==> src/hdl/tfr_pkg.sv <==
// Shared types, codes and helpers for the typed frame receiver.
`default_nettype none

package tfr_pkg;

  // Widths fixed by the channel fields
  localparam int BYTE_W    = 8;
  localparam int EVENT_W   = 3;
  localparam int TYPE_W    = 4;
  localparam int IDX_W     = 7;
  localparam int CFG_IDX_W = 2;

  // Default payload buffer depth
  localparam int BUFFER_DEPTH_DEF = 64;

  // Parser phase
  typedef enum logic [2:0] {
    PH_IDLE = 3'd0,
    PH_WAIT = 3'd1,
    PH_TYPE = 3'd2,
    PH_AT   = 3'd3,
    PH_BODY = 3'd4,
    PH_DONE = 3'd5
  } phase_t;

  // Result event codes
  typedef enum logic [EVENT_W-1:0] {
    EV_IGNORED  = 3'd0,
    EV_OPENED   = 3'd1,
    EV_PAYLOAD  = 3'd2,
    EV_COMPLETE = 3'd3,
    EV_DISCARD  = 3'd4,
    EV_OVERFLOW = 3'd5
  } event_t;

  // Configuration register indexes
  typedef enum logic [CFG_IDX_W-1:0] {
    REG_START = 2'd0,
    REG_END   = 2'd1,
    REG_AT    = 2'd2
  } reg_idx_t;

  // Frame type codes
  localparam logic [TYPE_W-1:0] TYPE_NONE   = 4'd0;
  localparam logic [TYPE_W-1:0] TYPE_L      = 4'd1;
  localparam logic [TYPE_W-1:0] TYPE_T      = 4'd2;
  localparam logic [TYPE_W-1:0] TYPE_W_CODE = 4'd3;
  localparam logic [TYPE_W-1:0] TYPE_A      = 4'd4;
  localparam logic [TYPE_W-1:0] TYPE_S      = 4'd5;
  localparam logic [TYPE_W-1:0] TYPE_M      = 4'd6;
  localparam logic [TYPE_W-1:0] TYPE_G      = 4'd7;
  localparam logic [TYPE_W-1:0] TYPE_AT_CMD = 4'd8;

  // Character constants
  localparam logic [BYTE_W-1:0] CHR_L  = 8'h4C;
  localparam logic [BYTE_W-1:0] CHR_T  = 8'h54;
  localparam logic [BYTE_W-1:0] CHR_W  = 8'h57;
  localparam logic [BYTE_W-1:0] CHR_A  = 8'h41;
  localparam logic [BYTE_W-1:0] CHR_S  = 8'h53;
  localparam logic [BYTE_W-1:0] CHR_M  = 8'h4D;
  localparam logic [BYTE_W-1:0] CHR_G  = 8'h47;
  localparam logic [BYTE_W-1:0] CHR_NL = 8'h0A;
  localparam logic [BYTE_W-1:0] CHR_NUL = 8'h00;

  // Register reset values
  localparam logic [BYTE_W-1:0] START_BYTE_RST = 8'd91;
  localparam logic [BYTE_W-1:0] END_BYTE_RST   = 8'd93;
  localparam logic [BYTE_W-1:0] AT_BYTE_RST    = 8'd43;

  // Configuration register set
  typedef struct packed {
    logic [BYTE_W-1:0] start_byte;
    logic [BYTE_W-1:0] end_byte;
    logic [BYTE_W-1:0] at_byte;
  } cfg_t;

  // Parser control state (count travels separately, its width follows the depth)
  typedef struct packed {
    phase_t            phase;
    logic [TYPE_W-1:0] ftype;
  } ctl_t;

  // One result beat
  typedef struct packed {
    event_t            event_res;
    logic [TYPE_W-1:0] frame_type;
    logic [BYTE_W-1:0] payload_byte;
    logic [IDX_W-1:0]  byte_index;
    logic [IDX_W-1:0]  frame_length;
  } res_t;

  // Type letter to frame type code
  function automatic logic [TYPE_W-1:0] letter_code(input logic [BYTE_W-1:0] b);
    logic [TYPE_W-1:0] code;
    case (b)
      CHR_L:   code = TYPE_L;
      CHR_T:   code = TYPE_T;
      CHR_W:   code = TYPE_W_CODE;
      CHR_A:   code = TYPE_A;
      CHR_S:   code = TYPE_S;
      CHR_M:   code = TYPE_M;
      CHR_G:   code = TYPE_G;
      default: code = TYPE_NONE;
    endcase
    return code;
  endfunction

endpackage

`default_nettype wire

==> src/hdl/tfr_ifs.sv <==
// Valid/ready channel interfaces for the input, result and configuration ports.
`default_nettype none

// Received byte channel
interface tfr_in_if;
  logic                      valid;
  logic                      ready;
  logic [tfr_pkg::BYTE_W-1:0] rx_byte;

  modport source (output valid, output rx_byte, input ready);
  modport sink   (input valid, input rx_byte, output ready);
endinterface

// Result channel
interface tfr_out_if;
  logic                        valid;
  logic                        ready;
  logic [tfr_pkg::EVENT_W-1:0] event_res;
  logic [tfr_pkg::TYPE_W-1:0]  frame_type;
  logic [tfr_pkg::BYTE_W-1:0]  payload_byte;
  logic [tfr_pkg::IDX_W-1:0]   byte_index;
  logic [tfr_pkg::IDX_W-1:0]   frame_length;

  modport source (output valid, output event_res, output frame_type, output payload_byte,
                  output byte_index, output frame_length, input ready);
  modport sink   (input valid, input event_res, input frame_type, input payload_byte,
                  input byte_index, input frame_length, output ready);
endinterface

// Configuration write channel
interface tfr_cfg_if;
  logic                          valid;
  logic                          ready;
  logic [tfr_pkg::CFG_IDX_W-1:0] idx;
  logic [tfr_pkg::BYTE_W-1:0]    data;

  modport source (output valid, output idx, output data, input ready);
  modport sink   (input valid, input idx, input data, output ready);
endinterface

`default_nettype wire

==> src/hdl/typed_frame_receiver_with_at_mode.sv <==
// Top level of the typed frame receiver with AT command mode.
//
//   channel   dir  payload                                          beat when
//   in_chan   in   rx_byte[7:0]                                      valid & ready
//   out_chan  out  event_res, frame_type, payload_byte, byte_index,  valid & ready
//                  frame_length
//   cfg_chan  in   idx[1:0], data[7:0]                               valid & ready
//
// One byte per cycle while the result side keeps taking beats; a byte's result passes
// through the input register, then through the parser step into the result register.
// The parser state updates as a byte moves from the input register to the result register.
// A stalled result holds the input register; ready drops only when both stages are full.
// Synchronous active-low reset clears the parser to the finished phase, type none,
// count zero, and restores the register defaults.
`default_nettype none

module typed_frame_receiver_with_at_mode #(
  parameter int BUFFER_DEPTH = tfr_pkg::BUFFER_DEPTH_DEF
) (
  input wire logic clk,
  input wire logic rst_n,
  tfr_in_if.sink   in_chan,
  tfr_out_if.source out_chan,
  tfr_cfg_if.sink  cfg_chan
);
  import tfr_pkg::*;

  localparam int CNT_W = $clog2(BUFFER_DEPTH + 1);

  cfg_t              cfg;
  logic              s1_valid_r;
  logic [BYTE_W-1:0] s1_byte_r;
  logic              out_valid_r;
  res_t              res_r;
  res_t              res_nxt;
  ctl_t              ctl_r;
  ctl_t              ctl_nxt;
  logic [CNT_W-1:0]  count_r;
  logic [CNT_W-1:0]  count_nxt;
  logic              s1_adv;
  logic              in_ready;

  // Configuration registers
  tfr_cfg_regs u_cfg (
    .clk      (clk),
    .rst_n    (rst_n),
    .cfg_chan (cfg_chan),
    .cfg      (cfg)
  );

  // Parser step
  tfr_decode #(
    .BUFFER_DEPTH (BUFFER_DEPTH),
    .CNT_W        (CNT_W)
  ) u_decode (
    .rx_byte   (s1_byte_r),
    .cfg       (cfg),
    .ctl       (ctl_r),
    .count     (count_r),
    .ctl_nxt   (ctl_nxt),
    .count_nxt (count_nxt),
    .res       (res_nxt)
  );

  // Stage handshake
  assign s1_adv        = s1_valid_r && (!out_valid_r || out_chan.ready);
  assign in_ready      = !s1_valid_r || s1_adv;
  assign in_chan.ready = in_ready;

  // Control registers
  always_ff @(posedge clk) begin
    if (!rst_n) begin
      s1_valid_r  <= 1'b0;
      out_valid_r <= 1'b0;
      ctl_r.phase <= PH_DONE;
      ctl_r.ftype <= TYPE_NONE;
      count_r     <= '0;
    end else begin
      if (in_ready) begin
        s1_valid_r <= in_chan.valid;
      end
      if (s1_adv) begin
        out_valid_r <= 1'b1;
        ctl_r       <= ctl_nxt;
        count_r     <= count_nxt;
      end else if (out_chan.ready) begin
        out_valid_r <= 1'b0;
      end
    end
  end

  // Payload registers
  always_ff @(posedge clk) begin
    if (in_chan.valid && in_ready) begin
      s1_byte_r <= in_chan.rx_byte;
    end
    if (s1_adv) begin
      res_r <= res_nxt;
    end
  end

  // Result port
  assign out_chan.valid        = out_valid_r;
  assign out_chan.event_res    = res_r.event_res;
  assign out_chan.frame_type   = res_r.frame_type;
  assign out_chan.payload_byte = res_r.payload_byte;
  assign out_chan.byte_index   = res_r.byte_index;
  assign out_chan.frame_length = res_r.frame_length;

`ifndef NO_ASSERTIONS
  // Count never passes the buffer depth
  a_count_bound: assert property (@(posedge clk) disable iff (!rst_n)
    count_r <= CNT_W'(BUFFER_DEPTH))
    else $error("byte count beyond buffer depth");

  // Waiting for a type letter only ever happens with the type cleared
  a_type_phase: assert property (@(posedge clk) disable iff (!rst_n)
    ctl_r.phase == PH_TYPE |-> ctl_r.ftype == TYPE_NONE)
    else $error("type letter expected with a type already set");

  // AT mode sits only in the AT or wait phase
  a_at_phase: assert property (@(posedge clk) disable iff (!rst_n)
    ctl_r.ftype == TYPE_AT_CMD |-> (ctl_r.phase == PH_AT || ctl_r.phase == PH_WAIT))
    else $error("AT type outside AT phases");

  // Parser state holds while the result stalls
  a_stall_hold: assert property (@(posedge clk) disable iff (!rst_n)
    out_valid_r && !out_chan.ready |=> $stable(count_r) && $stable(ctl_r))
    else $error("parser state moved during result stall");
`endif

endmodule

`default_nettype wire

==> src/hdl/tfr_cfg_regs.sv <==
// Configuration register file: start, end and AT byte values.
`default_nettype none

module tfr_cfg_regs (
  input  wire logic    clk,
  input  wire logic    rst_n,
  tfr_cfg_if.sink      cfg_chan,
  output tfr_pkg::cfg_t cfg
);
  import tfr_pkg::*;

  cfg_t cfg_r;

  // Writes are always taken
  assign cfg_chan.ready = 1'b1;
  assign cfg = cfg_r;

  // Register write decode; unknown index is dropped
  always_ff @(posedge clk) begin
    if (!rst_n) begin
      cfg_r.start_byte <= START_BYTE_RST;
      cfg_r.end_byte   <= END_BYTE_RST;
      cfg_r.at_byte    <= AT_BYTE_RST;
    end else if (cfg_chan.valid) begin
      unique case (cfg_chan.idx)
        REG_START: cfg_r.start_byte <= cfg_chan.data;
        REG_END:   cfg_r.end_byte   <= cfg_chan.data;
        REG_AT:    cfg_r.at_byte    <= cfg_chan.data;
        default: begin
        end
      endcase
    end
  end

endmodule

`default_nettype wire

==> src/hdl/tfr_decode.sv <==
// Single-byte parser step: next parser state and the result beat for one byte.
`default_nettype none

module tfr_decode #(
  parameter int BUFFER_DEPTH = tfr_pkg::BUFFER_DEPTH_DEF,
  parameter int CNT_W        = $clog2(BUFFER_DEPTH + 1)
) (
  input  wire logic [tfr_pkg::BYTE_W-1:0] rx_byte,
  input  wire tfr_pkg::cfg_t              cfg,
  input  wire tfr_pkg::ctl_t              ctl,
  input  wire logic [CNT_W-1:0]           count,
  output tfr_pkg::ctl_t                   ctl_nxt,
  output logic [CNT_W-1:0]                count_nxt,
  output tfr_pkg::res_t                   res
);
  import tfr_pkg::*;

  logic is_start, is_at, is_end, is_nl, is_nul, in_type, at_mode, full;
  logic [CNT_W-1:0] at_len;
  phase_t            phase_nxt;
  logic [TYPE_W-1:0] ftype_nxt;

  // Byte classification, in priority order below
  assign is_start = (rx_byte == cfg.start_byte);
  assign is_at    = (rx_byte == cfg.at_byte);
  assign is_end   = (rx_byte == cfg.end_byte);
  assign is_nl    = (rx_byte == CHR_NL);
  assign is_nul   = (rx_byte == CHR_NUL);
  assign in_type  = (ctl.phase == PH_TYPE);
  assign at_mode  = (ctl.ftype == TYPE_AT_CMD);
  assign full     = (count == CNT_W'(BUFFER_DEPTH));
  // AT length: count minus one, floor at zero
  assign at_len   = (count == '0) ? '0 : count - CNT_W'(1);

  assign ctl_nxt = '{phase: phase_nxt, ftype: ftype_nxt};

  // Next phase
  always_comb begin
    phase_nxt = ctl.phase;
    if (is_start) begin
      phase_nxt = PH_TYPE;
    end else if (is_at) begin
      phase_nxt = PH_AT;
    end else if (in_type) begin
      phase_nxt = PH_BODY;
    end else if (at_mode) begin
      if (!is_nul && is_nl) begin
        phase_nxt = PH_WAIT;
      end
    end else if (is_end) begin
      phase_nxt = PH_WAIT;
    end else if (ctl.phase != PH_BODY) begin
      phase_nxt = PH_IDLE;
    end
  end

  // Type, count and result beat
  always_comb begin
    ftype_nxt        = ctl.ftype;
    count_nxt        = count;
    res.event_res    = EV_IGNORED;
    res.payload_byte = '0;
    res.byte_index   = '0;
    res.frame_length = '0;
    if (is_start) begin
      ftype_nxt     = TYPE_NONE;
      count_nxt     = '0;
      res.event_res = EV_OPENED;
    end else if (is_at) begin
      ftype_nxt     = TYPE_AT_CMD;
      count_nxt     = '0;
      res.event_res = EV_OPENED;
    end else if (in_type) begin
      ftype_nxt     = letter_code(rx_byte);
      res.event_res = EV_OPENED;
    end else if (at_mode && is_nul) begin
      res.event_res = EV_IGNORED;
    end else if (at_mode && is_nl) begin
      res.frame_length = IDX_W'(at_len);
      count_nxt        = '0;
      res.event_res    = EV_COMPLETE;
    end else if (!at_mode && is_end) begin
      res.frame_length = IDX_W'(count);
      count_nxt        = '0;
      res.event_res    = EV_COMPLETE;
    end else if (!at_mode && ctl.phase != PH_BODY) begin
      res.event_res = EV_DISCARD;
    end else if (full) begin
      res.event_res = EV_OVERFLOW;
    end else begin
      // Payload byte, AT or typed body
      res.payload_byte = rx_byte;
      res.byte_index   = IDX_W'(count);
      count_nxt        = count + CNT_W'(1);
      res.event_res    = EV_PAYLOAD;
    end
    res.frame_type = ftype_nxt;
  end

endmodule

`default_nettype wire

==> src/flat_wrapper.sv <==
// flat-port wrapper written by rule: the top's interface ports become plain ports
module typed_frame_receiver_with_at_mode_flat import tfr_pkg::*;
#(
  parameter int BUFFER_DEPTH = tfr_pkg::BUFFER_DEPTH_DEF
)
  (clk, rst_n, in_chan_valid, in_chan_rx_byte, in_chan_ready, out_chan_valid, out_chan_event_res, out_chan_frame_type, out_chan_payload_byte, out_chan_byte_index, out_chan_frame_length, out_chan_ready, cfg_chan_valid, cfg_chan_idx, cfg_chan_data, cfg_chan_ready);
  tfr_in_if in_chan_i ();
  tfr_out_if out_chan_i ();
  tfr_cfg_if cfg_chan_i ();
  input wire logic clk;
  input wire logic rst_n;
  input wire logic [$bits(in_chan_i.valid)-1:0] in_chan_valid;
  input wire logic [$bits(in_chan_i.rx_byte)-1:0] in_chan_rx_byte;
  output wire logic [$bits(in_chan_i.ready)-1:0] in_chan_ready;
  output wire logic [$bits(out_chan_i.valid)-1:0] out_chan_valid;
  output wire logic [$bits(out_chan_i.event_res)-1:0] out_chan_event_res;
  output wire logic [$bits(out_chan_i.frame_type)-1:0] out_chan_frame_type;
  output wire logic [$bits(out_chan_i.payload_byte)-1:0] out_chan_payload_byte;
  output wire logic [$bits(out_chan_i.byte_index)-1:0] out_chan_byte_index;
  output wire logic [$bits(out_chan_i.frame_length)-1:0] out_chan_frame_length;
  input wire logic [$bits(out_chan_i.ready)-1:0] out_chan_ready;
  input wire logic [$bits(cfg_chan_i.valid)-1:0] cfg_chan_valid;
  input wire logic [$bits(cfg_chan_i.idx)-1:0] cfg_chan_idx;
  input wire logic [$bits(cfg_chan_i.data)-1:0] cfg_chan_data;
  output wire logic [$bits(cfg_chan_i.ready)-1:0] cfg_chan_ready;
  assign in_chan_i.valid = in_chan_valid;
  assign in_chan_i.rx_byte = in_chan_rx_byte;
  assign in_chan_ready = in_chan_i.ready;
  assign out_chan_valid = out_chan_i.valid;
  assign out_chan_event_res = out_chan_i.event_res;
  assign out_chan_frame_type = out_chan_i.frame_type;
  assign out_chan_payload_byte = out_chan_i.payload_byte;
  assign out_chan_byte_index = out_chan_i.byte_index;
  assign out_chan_frame_length = out_chan_i.frame_length;
  assign out_chan_i.ready = out_chan_ready;
  assign cfg_chan_i.valid = cfg_chan_valid;
  assign cfg_chan_i.idx = cfg_chan_idx;
  assign cfg_chan_i.data = cfg_chan_data;
  assign cfg_chan_ready = cfg_chan_i.ready;
  typed_frame_receiver_with_at_mode #(.BUFFER_DEPTH(BUFFER_DEPTH)) u_core (.clk(clk), .rst_n(rst_n), .in_chan(in_chan_i), .out_chan(out_chan_i), .cfg_chan(cfg_chan_i));
endmodule
==> config.mk <==
export PLATFORM = sky130hd
export DESIGN_NAME = typed_frame_receiver_with_at_mode_flat
export DESIGN_NICKNAME = d
export VERILOG_FILES = /design/src/hdl/tfr_pkg.sv /design/src/hdl/tfr_ifs.sv /design/src/hdl/typed_frame_receiver_with_at_mode.sv /design/src/hdl/tfr_cfg_regs.sv /design/src/hdl/tfr_decode.sv /design/src/flat_wrapper.sv
export SDC_FILE = /design/constraint.sdc
export NUM_CORES = 1
export LEC_CHECK = 0
export BUFFER_PORTS_ARGS = -buffer_cell sky130_fd_sc_hd__buf_4
export CORE_MARGIN = 2
export CORE_UTILIZATION = 30
export CTS_BUF_LIST = sky130_fd_sc_hd__clkbuf_16
export DETAILED_ROUTE_END_ITERATION = 10
export PLACE_DENSITY = 0.59
export SKIP_LAST_GASP = 1
export SLEW_MARGIN = 20
export SYNTH_ARGS = -nofsm -noshare
export SYNTH_HDL_FRONTEND = slang
export SYNTH_SLANG_ARGS = --single-unit
==> constraint.sdc <==
create_clock -name clk -period 2.9 [get_ports clk]
set_input_delay 0.58 -clock clk [delete_from_list [all_inputs] [get_ports clk]]
set_output_delay 0.58 -clock clk [all_outputs]
set_load 0.02 [all_outputs]
# Yosys cells after proc, flatten, opt, wreduce, memory -nomap -nowiden
# Cells that the tools add are included.
# classes
n_addsub	2
eq_ne	22
muxes	29
n_reduce_logical	27
# ops
operator	n
$mux W7	11
$eq A8 B7 Y1 const B	7
$mux W3	9
$eq A8 B8 Y1	3
$pmux W3 S7	1
$mux W4	3
$ne A3 B3 Y1 const B	3
$eq A8 B4 Y1 const B	1
$logic_not A8 Y1	1
$reduce_or A8 Y1	1
$add A7 B1 Y7 const B	1
$eq A7 B7 Y1 const B	1
$logic_and A1 B1 Y1	7
$logic_not A7 Y1	1
$sub A7 B1 Y7 const B	1
$reduce_and A2 Y1	3
$reduce_bool A6 Y1	1
$reduce_or A6 Y1	1
$ne A5 B3 Y1 const B	1
$ne A5 B4 Y1 const B	1
$ne A5 B5 Y1 const B	1
$reduce_and A5 Y1	1
$eq A4 B4 Y1 const B	1
$logic_not A1 Y1	4
other kinds (11)	15
# totals
ff_bits	77
input_bits	23
out_inout_bits	32

# Depth between registers and ports, before layout
# Gate-level depths: netlist (run 1).
# logic_depth
word_depth	10
ltp_mapped	8
depth_no_buf	8

# Cells and area by module
# Synthesis (run 1) repeated with hierarchy kept, for this count alone.
# hier_totals
cells_unflattened	435
hier_area_um2	4242.8
# modules_own_cells
mod	n_inst	cells_each	area_each_um2
typed_frame_receiver_with_at_mode	1	108	1789.2
tfr_decode	1	228	1448.9
tfr_cfg_regs	1	99	1004.7

# Least setup slack after synthesis (run 1)
# Ideal clock, no wire load.
# synth_path
path_type	in2reg
startpoint	in out_chan_ready
endpoint	reg u_core.count_r[6]
setup_time_ps	82
arrival_ps	2393
setup_slack_ps	425
stages	6
path_cell_list	nor2b_1 nand2b_1 clkinv_1 o211ai_1 o221ai_2 o221ai_1
# synth_via
elab_chain_len	3
# synth_lines
item	line	rtl
start: declaration	flat_wrapper.sv:21	input wire logic [$bits(out_chan_i.ready)-1:0] out_chan_ready;
$logic_or A1 B1 Y1	typed_frame_receiver_with_at_mode.sv:66	assign s1_adv = s1_valid_r && (!out_valid_r || out_chan.ready);
$logic_and A1 B1 Y1	typed_frame_receiver_with_at_mode.sv:66	
via u_core.s1_adv	typed_frame_receiver_with_at_mode.sv:40	logic s1_adv;
$reduce_and A5 Y1 (no line)	n/a	
end signal: assignment	typed_frame_receiver_with_at_mode.sv:85	count_r <= count_nxt;
end: declaration	typed_frame_receiver_with_at_mode.sv:38	logic [CNT_W-1:0] count_r;
# The timed path passes the listed nets, and every way through them passes these cells.
# A chain may end at the register's enable or synchronous reset.

# Worst setup path after layout (run 1)
# layout_path
startpoint	reg u_core.s1_byte_r[4]
endpoint	reg u_core.res_r (netlist bit u_core.out_chan.byte_index[0]), data pin
# layout_via
elab_chain_len	3
# layout_lines
item	line	rtl
start: declaration	typed_frame_receiver_with_at_mode.sv:32	logic [BYTE_W-1:0] s1_byte_r;
start signal: assignment	typed_frame_receiver_with_at_mode.sv:95	s1_byte_r <= in_chan.rx_byte;
$eq A8 B4 Y1 (tied with other cells)	tfr_decode.sv:27	assign is_nl = (rx_byte == CHR_NL);
$logic_and A1 B1 Y1 (on tied branches)	tfr_decode.sv:78, tfr_decode.sv:76, tfr_decode.sv:82	
$reduce_or A8 Y1 (no line) *	n/a	
end signal: assignment	typed_frame_receiver_with_at_mode.sv:98	res_r <= res_nxt;
end: declaration	typed_frame_receiver_with_at_mode.sv:34	res_t res_r;
# Mark *: on every way between the ends. The rest lies on a longest branch, timed or not.

==> results.py, run 1 <==
metrics = {
    "power": {
        "clockPowerShare_pct": 39.2,
        "peakVddDrop_mv": 0.2304,
        "power.internal_w": 0.001895,
        "finalPower_w": 0.002541,
        "power.density_nw_per_um2": 563.5,
        "power_frac_comb_pct": 11.4,
        "swShare_pct": 25.42,
        "p_sw_w": 0.0006459,
        "pwr-share-seq_pct": 49.4,
        "p_leak_nw": 1.773,
    },
    "die": {
        "io_pins": 55,
        "fp.dieW_um": 114.7,
        "dieHeight_um": 114.7,
        "initial_core_util_pct": 30.73,
        "die_area_sq_um": 13150,
        "num_rows": 40,
        "coreArea_sq_um": 11960,
    },
    "status": {
        "status": "completed",
    },
    "critical_path": {
        "arrival_ps": 2470,
        "cp_data_required_time_ps": 2980,
        "cpPeakStageDelay_ps": 610,
        "critPathKind": "flip-flop to flip-flop",
        "cp_slowest_cell": "or4_4",
        "cp_num_buf_inv": 1,
        "start_kind": "flip-flop",
        "timing.critical_path.fanout_max": 11,
        "path_cells": "or4_4 -> o21ai_4 -> nand2_2 -> nor3b_2 -> buf_4 -> and2_1",
        "path_delay_family": "simple AND/OR/NAND/NOR gates",
        "critical_path.endpoint_type": "flip-flop",
    },
    "cts": {
        "cts.path.max_buffers": 2,
        "cts.sinks": 77,
        "clk_pin_slew_worst_paths_ps": 60,
        "clock_latency_ps": 330,
        "cts_resized": 0,
        "h-tree-depth": 3,
        "numCtsBuffers": 9,
        "cts_setup_buffers": 0,
        "root_buffer": "clkbuf_16",
        "cts_tree": "yes",
        "holdBufCountCts": 0,
    },
    "logic_synthesis": {
        "ys_seq_area_share_pct": 52.01,
        "ys_types": 54,
        "ys_seq_elements": 77,
        "syn_nets": 400,
        "syn_area_per_cell_sq_um": 9.803,
        "synth_area_sq_um": 3676,
        "synthArstFlopShare_pct": 0,
        "synth-edff-count": 37,
        "synthFlopType": "dfxtp_1",
        "syn_inst": 375,
        "yosys_warnings": 0,
    },
    "sta": {
        "fin_skew_ps": 8.053,
        "setup_viol": 0,
        "rsz0062_at_grt": "no",
        "max_freq_mhz": 419.0,
        "slew_violations": 0,
        "worstMarginPinSlew_ps": 698.4,
        "finalCritPeriodShare_pct": 82.30,
        "max_slew_margin_pct": 53.08,
        "hold_viol": 0,
        "setup_tns_ps": 0,
        "hold_ws_ps": 417.4,
        "period_needed_ps": 2387,
    },
    "hold_path": {
        "holdCritPathClass": "input pin to flip-flop",
    },
    "drt": {
        "dr.first_iter.drc_count": 167,
        "totalWireLength_mm": 8.729,
        "wl_per_cell_um": 14.95,
        "post_drt_via_cell_ratio": 4.913,
        "drt-pass1-iter-count": 4,
        "dr_total_vias": 2869,
        "ant_nets": 0,
        "drcViolationCount": 0,
    },
    "cells_and_area": {
        "n_antenna_cell": 0,
        "syn_to_final_growth_pct": 22.67,
        "layout.cells.non_filler": 584,
        "layout-drive-gt1-share_pct": 20.82,
        "post-route-util_pct": 37.70,
        "final_nets": 457,
        "final_common_cell": "buf_4",
        "final_cell_mix": "buf_4, nand2_1, dfxtp_1",
    },
    "run": {
        "cap_violations": 0,
    },
    "global_routing": {
        "grt_max_degree": 21,
        "grt_pass1_wl_mm": 14.30,
        "grt_remaining_overflow": 0,
        "groute.usage.overall_pct": 14.05,
        "antenna_found_initial": 0,
        "grt_pass1_vias": 2859,
    },
    "place": {
        "portBuffers": 53,
        "dp.cells": 568,
        "gp_congestion": 0.8744,
        "dpl.hpwl_mm": 6.508,
    },
}
-- worst paths after layout --
kind / depth (start not counted) / start / endpoint / slack [ps]
setup / recovery: 6 / u_core.s1_byte_r[4]$_DFFE_PP_ / u_core.out_chan.byte_index[0]$_SDFFCE_PP0P_ / 510
hold / removal: 1 / in_chan_rx_byte[6] / u_core.s1_byte_r[6]$_DFFE_PP_ / 420
hold reg to reg: 2 / u_core.u_cfg.cfg[23]$_SDFFE_PN0P_ / u_core.u_cfg.cfg[23]$_SDFFE_PN0P_ / 480
setup reg to reg: 6 / u_core.s1_byte_r[4]$_DFFE_PP_ / u_core.out_chan.byte_index[0]$_SDFFCE_PP0P_ / 510
-- synth_stat cells (2+ instances only) --
master	number	area, sq um
edfxtp_1	37	1111
nor3b_2	2	25.02
buf_4	2	15.01
nand3b_1	6	45.04
mux2i_1	9	90.09
o21ai_0	12	60.06
o21a_1	2	15.01
nand4b_1	2	17.52
nand4_1	8	50.05
inv_1	8	30.03
nor3b_1	2	15.01
o211ai_1	6	45.04
xnor2_1	8	70.07
nor2b_1	4	25.02
nand2_1	59	221.5
nand3_1	20	100.1
and2_1	20	125.1
buf_2	8	40.04
a21oi_1	23	115.1
nand2b_1	5	31.28
nor2_1	26	97.59
or3_1	2	12.51
clkbuf_1	6	22.52
nor4_1	5	31.28
dfxtp_1	40	800.8
ha_1	2	25.02
nor3_1	7	35.03
clkinv_1	2	7.510
xor2_1	17	148.9
-- registers in the layout, indices dropped and copies added, names as in the netlist --
register / count
u_core.out_chan.frame_length: 7
u_core.out_chan.event_res: 3
u_core.out_chan.frame_type: 4
u_core.out_chan.byte_index: 7
u_core.out_chan.payload_byte: 8
u_core.ctl_r: 7
u_core.u_cfg.cfg: 24
u_core.out_chan.valid: 1
u_core.s1_valid_r: 1
u_core.count_r: 7
u_core.s1_byte_r: 8
-- cell type report --
class	count	area [sq um]
Clock buffer	9	225.2
Clock inverter	7	40.04
Fill cell	1187	7452
Inverter	10	37.54
Multi-Input combinational cell	271	1638
Sequential cell	77	1912
Tap cell	147	183.9
Timing Repair Buffer	63	473.0
-- logic make-up after synthesis --
| family | after synthesis | share of synthesized area (%) |
|---|---|---|
| AND/OR/NAND/NOR | 177 | 25.29 |
| multiplexers | 10 | 2.859 |
| flip-flops | 77 | 52.01 |
| buffers and inverters | 27 | 3.438 |
| AO/OA/AOI/OAI | 56 | 9.667 |
| other | 1 | 0.1020 |
| XOR/XNOR | 25 | 5.956 |
| adder cells (fa/ha/maj) | 2 | 0.6806 |
-- stage by stage --
stage | setup slack [ps] | cell area [sq um]
6_report | 513.2 | 4509
5_1_grt | 365.5 | 4509
4_1_cts | 503.9 | 4509
3_5_place_dp | 522.2 | 4244
3_3_place_gp | 564.2 | 4244
2_1_floorplan | 424.6 | 3676
-- power groups by stage --
stage / clock network, W / logic [W] / registers, W
floorplan: 0 / 0.000176 / 0.00127
global placement: 0 / 0.000285 / 0.00128
detailed placement: 0 / 0.000289 / 0.00128
CTS: 0.00102 / 0.000291 / 0.00126
global route: 0.00107 / 0.000319 / 0.00126
finish: 0.000997 / 0.000289 / 0.00126
-- layer usage --
metal / share of wire [%] / vias up / track usage (%)
met5: 0 / - / 0
met3: 4.6 / 6 / 3.547
met2: 50 / 65 / 24.30
li1: - / 1440 / -
met1: 45 / 1358 / 17.21
met4: 0.87 / 0 / 4.337
Power figures use the tool's default switching activity.
==> run 2: changes to the inputs <==
Clock period 2.9 ns to 2.3 ns, I/O delays scaled along.
==> run 2 against run 1 <==
  * Clock skew shrank 2.4 ps
  * Via count up 2.1%
  * Flip-flop and latch count stayed put
  * Die area is the same
  * Sequential share of layout area decreased by 2.1 points
  * Maximum frequency up 5.3%
  * Sequential power increased by 25%
  * Clock power rose by 47%
  * Hold slack worse by 120 ps
  * Core utilization is 1.9 points higher
  * Cell count rose by 3.6%
  * Largest cell class unchanged
  * Highest routed layer unchanged
==> results.py, run 2 (synthesis results as in run 1) <==
metrics = {
    "sta": {
        "hold_viol": 0,
        "rsz0062_at_grt": "yes",
        "period_needed_ps": 2267,
        "setup_tns_ps": 0,
        "max_freq_mhz": 441.2,
        "setup_viol": 0,
        "fin_skew_ps": 5.626,
        "hold_ws_ps": 297.2,
        "worstMarginPinSlew_ps": 706.0,
        "finalCritPeriodShare_pct": 98.55,
        "slew_violations": 0,
        "max_slew_margin_pct": 52.57,
    },
    "global_routing": {
        "grt_util_met2_pct": 24.06,
        "grt_remaining_overflow": 0,
        "met1_usage_pct": 16.94,
        "antenna_found_initial": 0,
        "grtUsageMet3_pct": 4.447,
        "grt_pass1_vias": 2947,
        "grt_busiest_layer": "met2",
        "grt_pass1_wl_mm": 14.30,
        "grt_max_degree": 20,
        "groute.usage.overall_pct": 14.06,
    },
    "cells_and_area": {
        "finish.instance_area_sq_um": 4741,
        "num-fill-cells": 1170,
        "final_cell_mix": "buf_4, nand2_1, dfxtp_1",
        "layout-drive-gt1-share_pct": 25.11,
        "final_common_cell": "buf_4",
        "final_nets": 478,
        "syn_to_final_growth_pct": 28.97,
        "n_antenna_cell": 0,
        "largest_register_ffs": 24,
        "post-route-util_pct": 39.63,
    },
    "critical_path": {
        "arrival_ps": 2500,
        "cpPeakStageDelay_ps": 580,
        "cp_data_required_time_ps": 2540,
        "r2r_slack_ps": 30,
        "critPathKind": "flip-flop to flip-flop",
        "timing.critical_path.fanout_max": 10,
        "cp_slowest_cell": "nor3_1",
        "path_cells": "buf_4 -> xnor2_1 -> nand4_1 -> nor2_1 -> buf_4 -> nor3_1 -> nand4_1 -> o211ai_1",
        "critical_path.endpoint_type": "flip-flop",
        "start_kind": "flip-flop",
    },
    "die": {
        "io_pins": 55,
        "fp.dieW_um": 114.7,
        "dieHeight_um": 114.7,
        "coreArea_sq_um": 11960,
        "initial_core_util_pct": 30.73,
        "num_rows": 40,
        "die_area_sq_um": 13150,
    },
    "drt": {
        "drcViolationCount": 0,
        "drt-pass1-iter-count": 4,
        "totalWireLength_mm": 8.833,
        "post_drt_via_cell_ratio": 4.840,
        "dr_total_vias": 2928,
        "ant_nets": 0,
        "dr.first_iter.drc_count": 109,
        "wl_per_cell_um": 14.60,
    },
    "cts": {
        "cts_tree": "yes",
        "clock_latency_ps": 330,
        "cts.sinks": 77,
        "numCtsBuffers": 9,
        "root_buffer": "clkbuf_16",
        "holdBufCountCts": 0,
        "cts.path.max_buffers": 2,
        "clk_pin_slew_worst_paths_ps": 60,
        "h-tree-depth": 3,
    },
    "place": {
        "gp_congestion": 0.8585,
        "dpl.hpwl_mm": 6.596,
        "portBuffers": 53,
        "placed_area_sq_um": 4403,
    },
    "power": {
        "power.density_nw_per_um2": 726.7,
        "p_leak_nw": 1.917,
        "peakVddDrop_mv": 0.2768,
        "finalPower_w": 0.003445,
    },
    "status": {
        "status": "completed",
    },
    "run": {
        "cap_violations": 0,
    },
    "hold_path": {
        "holdCritPathClass": "input pin to flip-flop",
    },
}
[run 2: power by group]
part	internal, W	leakage, nW	switching, W
clock network	0.000925	0.166	0.000544
registers	0.00151	0.682	0.0000716
logic	0.000178	1.07	0.000217
total	0.00261	1.92	0.000832
[run 2: stage by stage]
stage / setup slack, ps / instances
5_1_grt: -36.41 / 605
3_5_place_dp: 33.91 / 589
4_1_cts: 17.15 / 605
6_report: 33.41 / 605
3_3_place_gp: 105.3 / 589
2_1_floorplan: 232.5 / 375
[run 2: critical path: cells and delay by family, from the launching register on]
kind | cells | cell delay [ps]
AND/OR/NAND/NOR | 4 | 960
AO/OA/AOI/OAI | 1 | 160
XOR/XNOR | 1 | 110
flip-flops | 1 | 550
buffers and inverters | 2 | 380
[run 2: area by class of cell]
class,count,area (sq um),share of cell area (%)
Clock buffer,12,300.3,6.334
Clock inverter,4,22.52,0.4751
Inverter,10,38.79,0.8182
Timing Repair Buffer,84,630.6,13.30
Sequential cell,77,1912,40.33
Multi-Input combinational cell,271,1653,34.86
Tap cell,147,183.9,3.880
[run 2: what timing repair did]
item | CTS | global route
resized for setup | 1 | 3
buffers inserted | 0 | 0
endpoints found under the setup margin | 1 | 23
pin swaps | 0 | 0
[run 2: worst paths after layout]
| path | from | end | cells past startpoint |
|---|---|---|---|
| max | u_core.s1_byte_r[4]$_DFFE_PP_ | u_core.count_r[4]$_SDFFE_PN0P_ | 8 |
| min | in_chan_rx_byte[1] | u_core.s1_byte_r[1]$_DFFE_PP_ | 1 |
| max reg2reg | u_core.s1_byte_r[4]$_DFFE_PP_ | u_core.count_r[4]$_SDFFE_PN0P_ | 8 |
| min reg2reg | u_core.u_cfg.cfg[15]$_SDFFE_PN0P_ | u_core.u_cfg.cfg[15]$_SDFFE_PN0P_ | 2 |
[run 2: layer usage]
layer | wire (um) | vias to the layer above
li1 | - | 1469
met1 | 3976 | 1373
met2 | 4273 | 74
met3 | 454 | 12
met4 | 130 | 0
met5 | 0 | -
==> run 3: changes to the inputs <==
Settings changed: CTS_BUF_LIST sky130_fd_sc_hd__clkbuf_16 to unset.
==> run 3 against run 2 <==
  * Global-route usage hardly changed
  * Die area stayed put
  * Core utilization is 0.17 points higher
  * Clock skew hardly changed
  * Register-to-register slack better by 50 ps
  * Combinational power hardly changed
  * Cell count stayed put
  * Maximum frequency is 2.2% higher
  * Via count is 0.44% lower
  * Wire length is 0.88% higher
  * Setup slack better by 50 ps
  * Critical endpoint is now u_core.out_chan.payload_byte[5]$_SDFFCE_PP0P_
==> results.py, run 3 (synthesis results as in run 1) <==
metrics = {
    "status": {
        "status": "completed",
    },
    "global_routing": {
        "grt_pass1_wl_mm": 14.31,
        "antenna_found_initial": 0,
        "grt_pass1_vias": 2952,
        "grt_max_degree": 20,
        "groute.usage.overall_pct": 14.07,
        "grt_remaining_overflow": 0,
    },
    "critical_path": {
        "cp_data_required_time_ps": 2390,
        "timing.critical_path.fanout_max": 13,
        "critPathKind": "flip-flop to flip-flop",
        "critical_path.endpoint_type": "flip-flop",
        "arrival_ps": 2300,
        "start_kind": "flip-flop",
    },
    "run": {
        "cap_violations": 0,
    },
    "die": {
        "io_pins": 55,
        "fp.dieW_um": 114.7,
        "coreArea_sq_um": 11960,
        "initial_core_util_pct": 30.73,
        "die_area_sq_um": 13150,
        "dieHeight_um": 114.7,
        "num_rows": 40,
    },
    "power": {
        "swShare_pct": 23.97,
        "p_leak_nw": 1.917,
        "peakVddDrop_mv": 0.2799,
        "clockPowerShare_pct": 43.2,
        "p_sw_w": 0.0008361,
        "pwr-share-seq_pct": 45.4,
        "power.density_nw_per_um2": 732.5,
        "power.internal_w": 0.002651,
        "power_frac_comb_pct": 11.4,
    },
    "place": {
        "pre_cts_slack_ps": 33.91,
        "gp_congestion": 0.8585,
        "dpl.hpwl_mm": 6.596,
        "dp.cells": 589,
        "portBuffers": 53,
    },
    "cts": {
        "root_buffer": "clkbuf_16",
        "cts.path.max_buffers": 2,
        "cts_setup_buffers": 0,
        "holdBufCountCts": 0,
        "h-tree-depth": 3,
        "cts_tree": "yes",
        "clock_latency_ps": 330,
        "cts.sinks": 77,
        "numCtsBuffers": 9,
        "clk_pin_slew_worst_paths_ps": 60,
        "cts_resized": 1,
    },
    "cells_and_area": {
        "syn_to_final_growth_pct": 29.51,
        "layout-drive-gt1-share_pct": 25.55,
        "final_cell_mix": "buf_4, nand2_1, dfxtp_1",
        "final_common_cell": "buf_4",
        "n_antenna_cell": 0,
        "num-fill-cells": 1167,
        "largest_register_ffs": 24,
        "final_nets": 478,
        "layout.cells.non_filler": 605,
    },
    "sta": {
        "max_slew_margin_pct": 57.90,
        "fin_skew_ps": 5.513,
        "worstMarginPinSlew_ps": 622.8,
        "max_freq_mhz": 451.1,
        "rsz0062_at_grt": "no",
        "hold_ws_ps": 297.0,
        "slew_violations": 0,
        "period_needed_ps": 2217,
        "setup_tns_ps": 0,
        "setup_viol": 0,
        "hold_viol": 0,
        "setup_slack_ps": 83.01,
        "finalCritPeriodShare_pct": 96.39,
    },
    "drt": {
        "dr_total_vias": 2915,
        "ant_nets": 0,
        "wl_per_cell_um": 14.73,
        "drt-pass1-iter-count": 4,
        "drcViolationCount": 0,
        "dr.first_iter.drc_count": 125,
        "totalWireLength_mm": 8.911,
        "post_drt_via_cell_ratio": 4.818,
    },
    "hold_path": {
        "holdCritPathClass": "input pin to flip-flop",
    },
}
==> run 3: cell type report <==
cell class	instances	area [sq um]	area share [%]
sequential	77	1912	40.16
multi-input combinational	271	1663	34.93
timing repair buffer	84	630.6	13.25
clock buffer	14	317.8	6.675
tap	147	183.9	3.863
inverter	10	38.79	0.8147
clock inverter	2	15.01	0.3154
==> run 3: power groups by stage <==
stage	sequential (W)	combinational [W]	clock, W
2_1_floorplan	0.00161	0.000222	0
3_3_place_gp	0.00161	0.000381	0
3_5_place_dp	0.00161	0.000392	0
4_1_cts	0.00158	0.000394	0.00154
5_1_grt	0.00159	0.000436	0.00160
6_report	0.00158	0.000397	0.00151
==> run 3: routing by layer <==
layer / global-route usage (%) / vias to the layer above / routed length [um]
met4: 4.177 / 0 / 123
met5: 0 / - / 0
met2: 24.14 / 72 / 4387
li1: - / 1468 / -
met1: 16.90 / 1364 / 3948
met3: 4.447 / 11 / 452
==> run 3: final timing paths <==
check                                     from                                       endpoint  slack (ps)  cells after the start
max              u_core.s1_byte_r[5]$_DFFE_PP_  u_core.out_chan.payload_byte[5]$_SDFFCE_PP0P_          80                      6
max reg2reg      u_core.s1_byte_r[5]$_DFFE_PP_  u_core.out_chan.payload_byte[5]$_SDFFCE_PP0P_          80                      6
min reg2reg  u_core.u_cfg.cfg[15]$_SDFFE_PN0P_              u_core.u_cfg.cfg[15]$_SDFFE_PN0P_         470                      2
min                         in_chan_rx_byte[1]                  u_core.s1_byte_r[1]$_DFFE_PP_         300                      1
==> run 3: worst max-delay path, stage by stage, from the launching register on <==
cell and delay (ps):
edfxtp_1 570, or4_4 600, o21ai_4 210, nand2_2 70, nor3b_2 170, buf_4 180, and2_1 170
==> run 3: per-stage QoR <==
stage / instance area, sq um / util (%) / power, W
floorplan: 3677 / - / 0.001829
global placement: 4403 / 36.81 / 0.001990
detailed placement: 4403 / 36.81 / 0.002003
CTS: 4736 / 39.59 / 0.003518
global route: 4761 / 39.80 / 0.003631
finish: 4761 / 39.80 / 0.003487
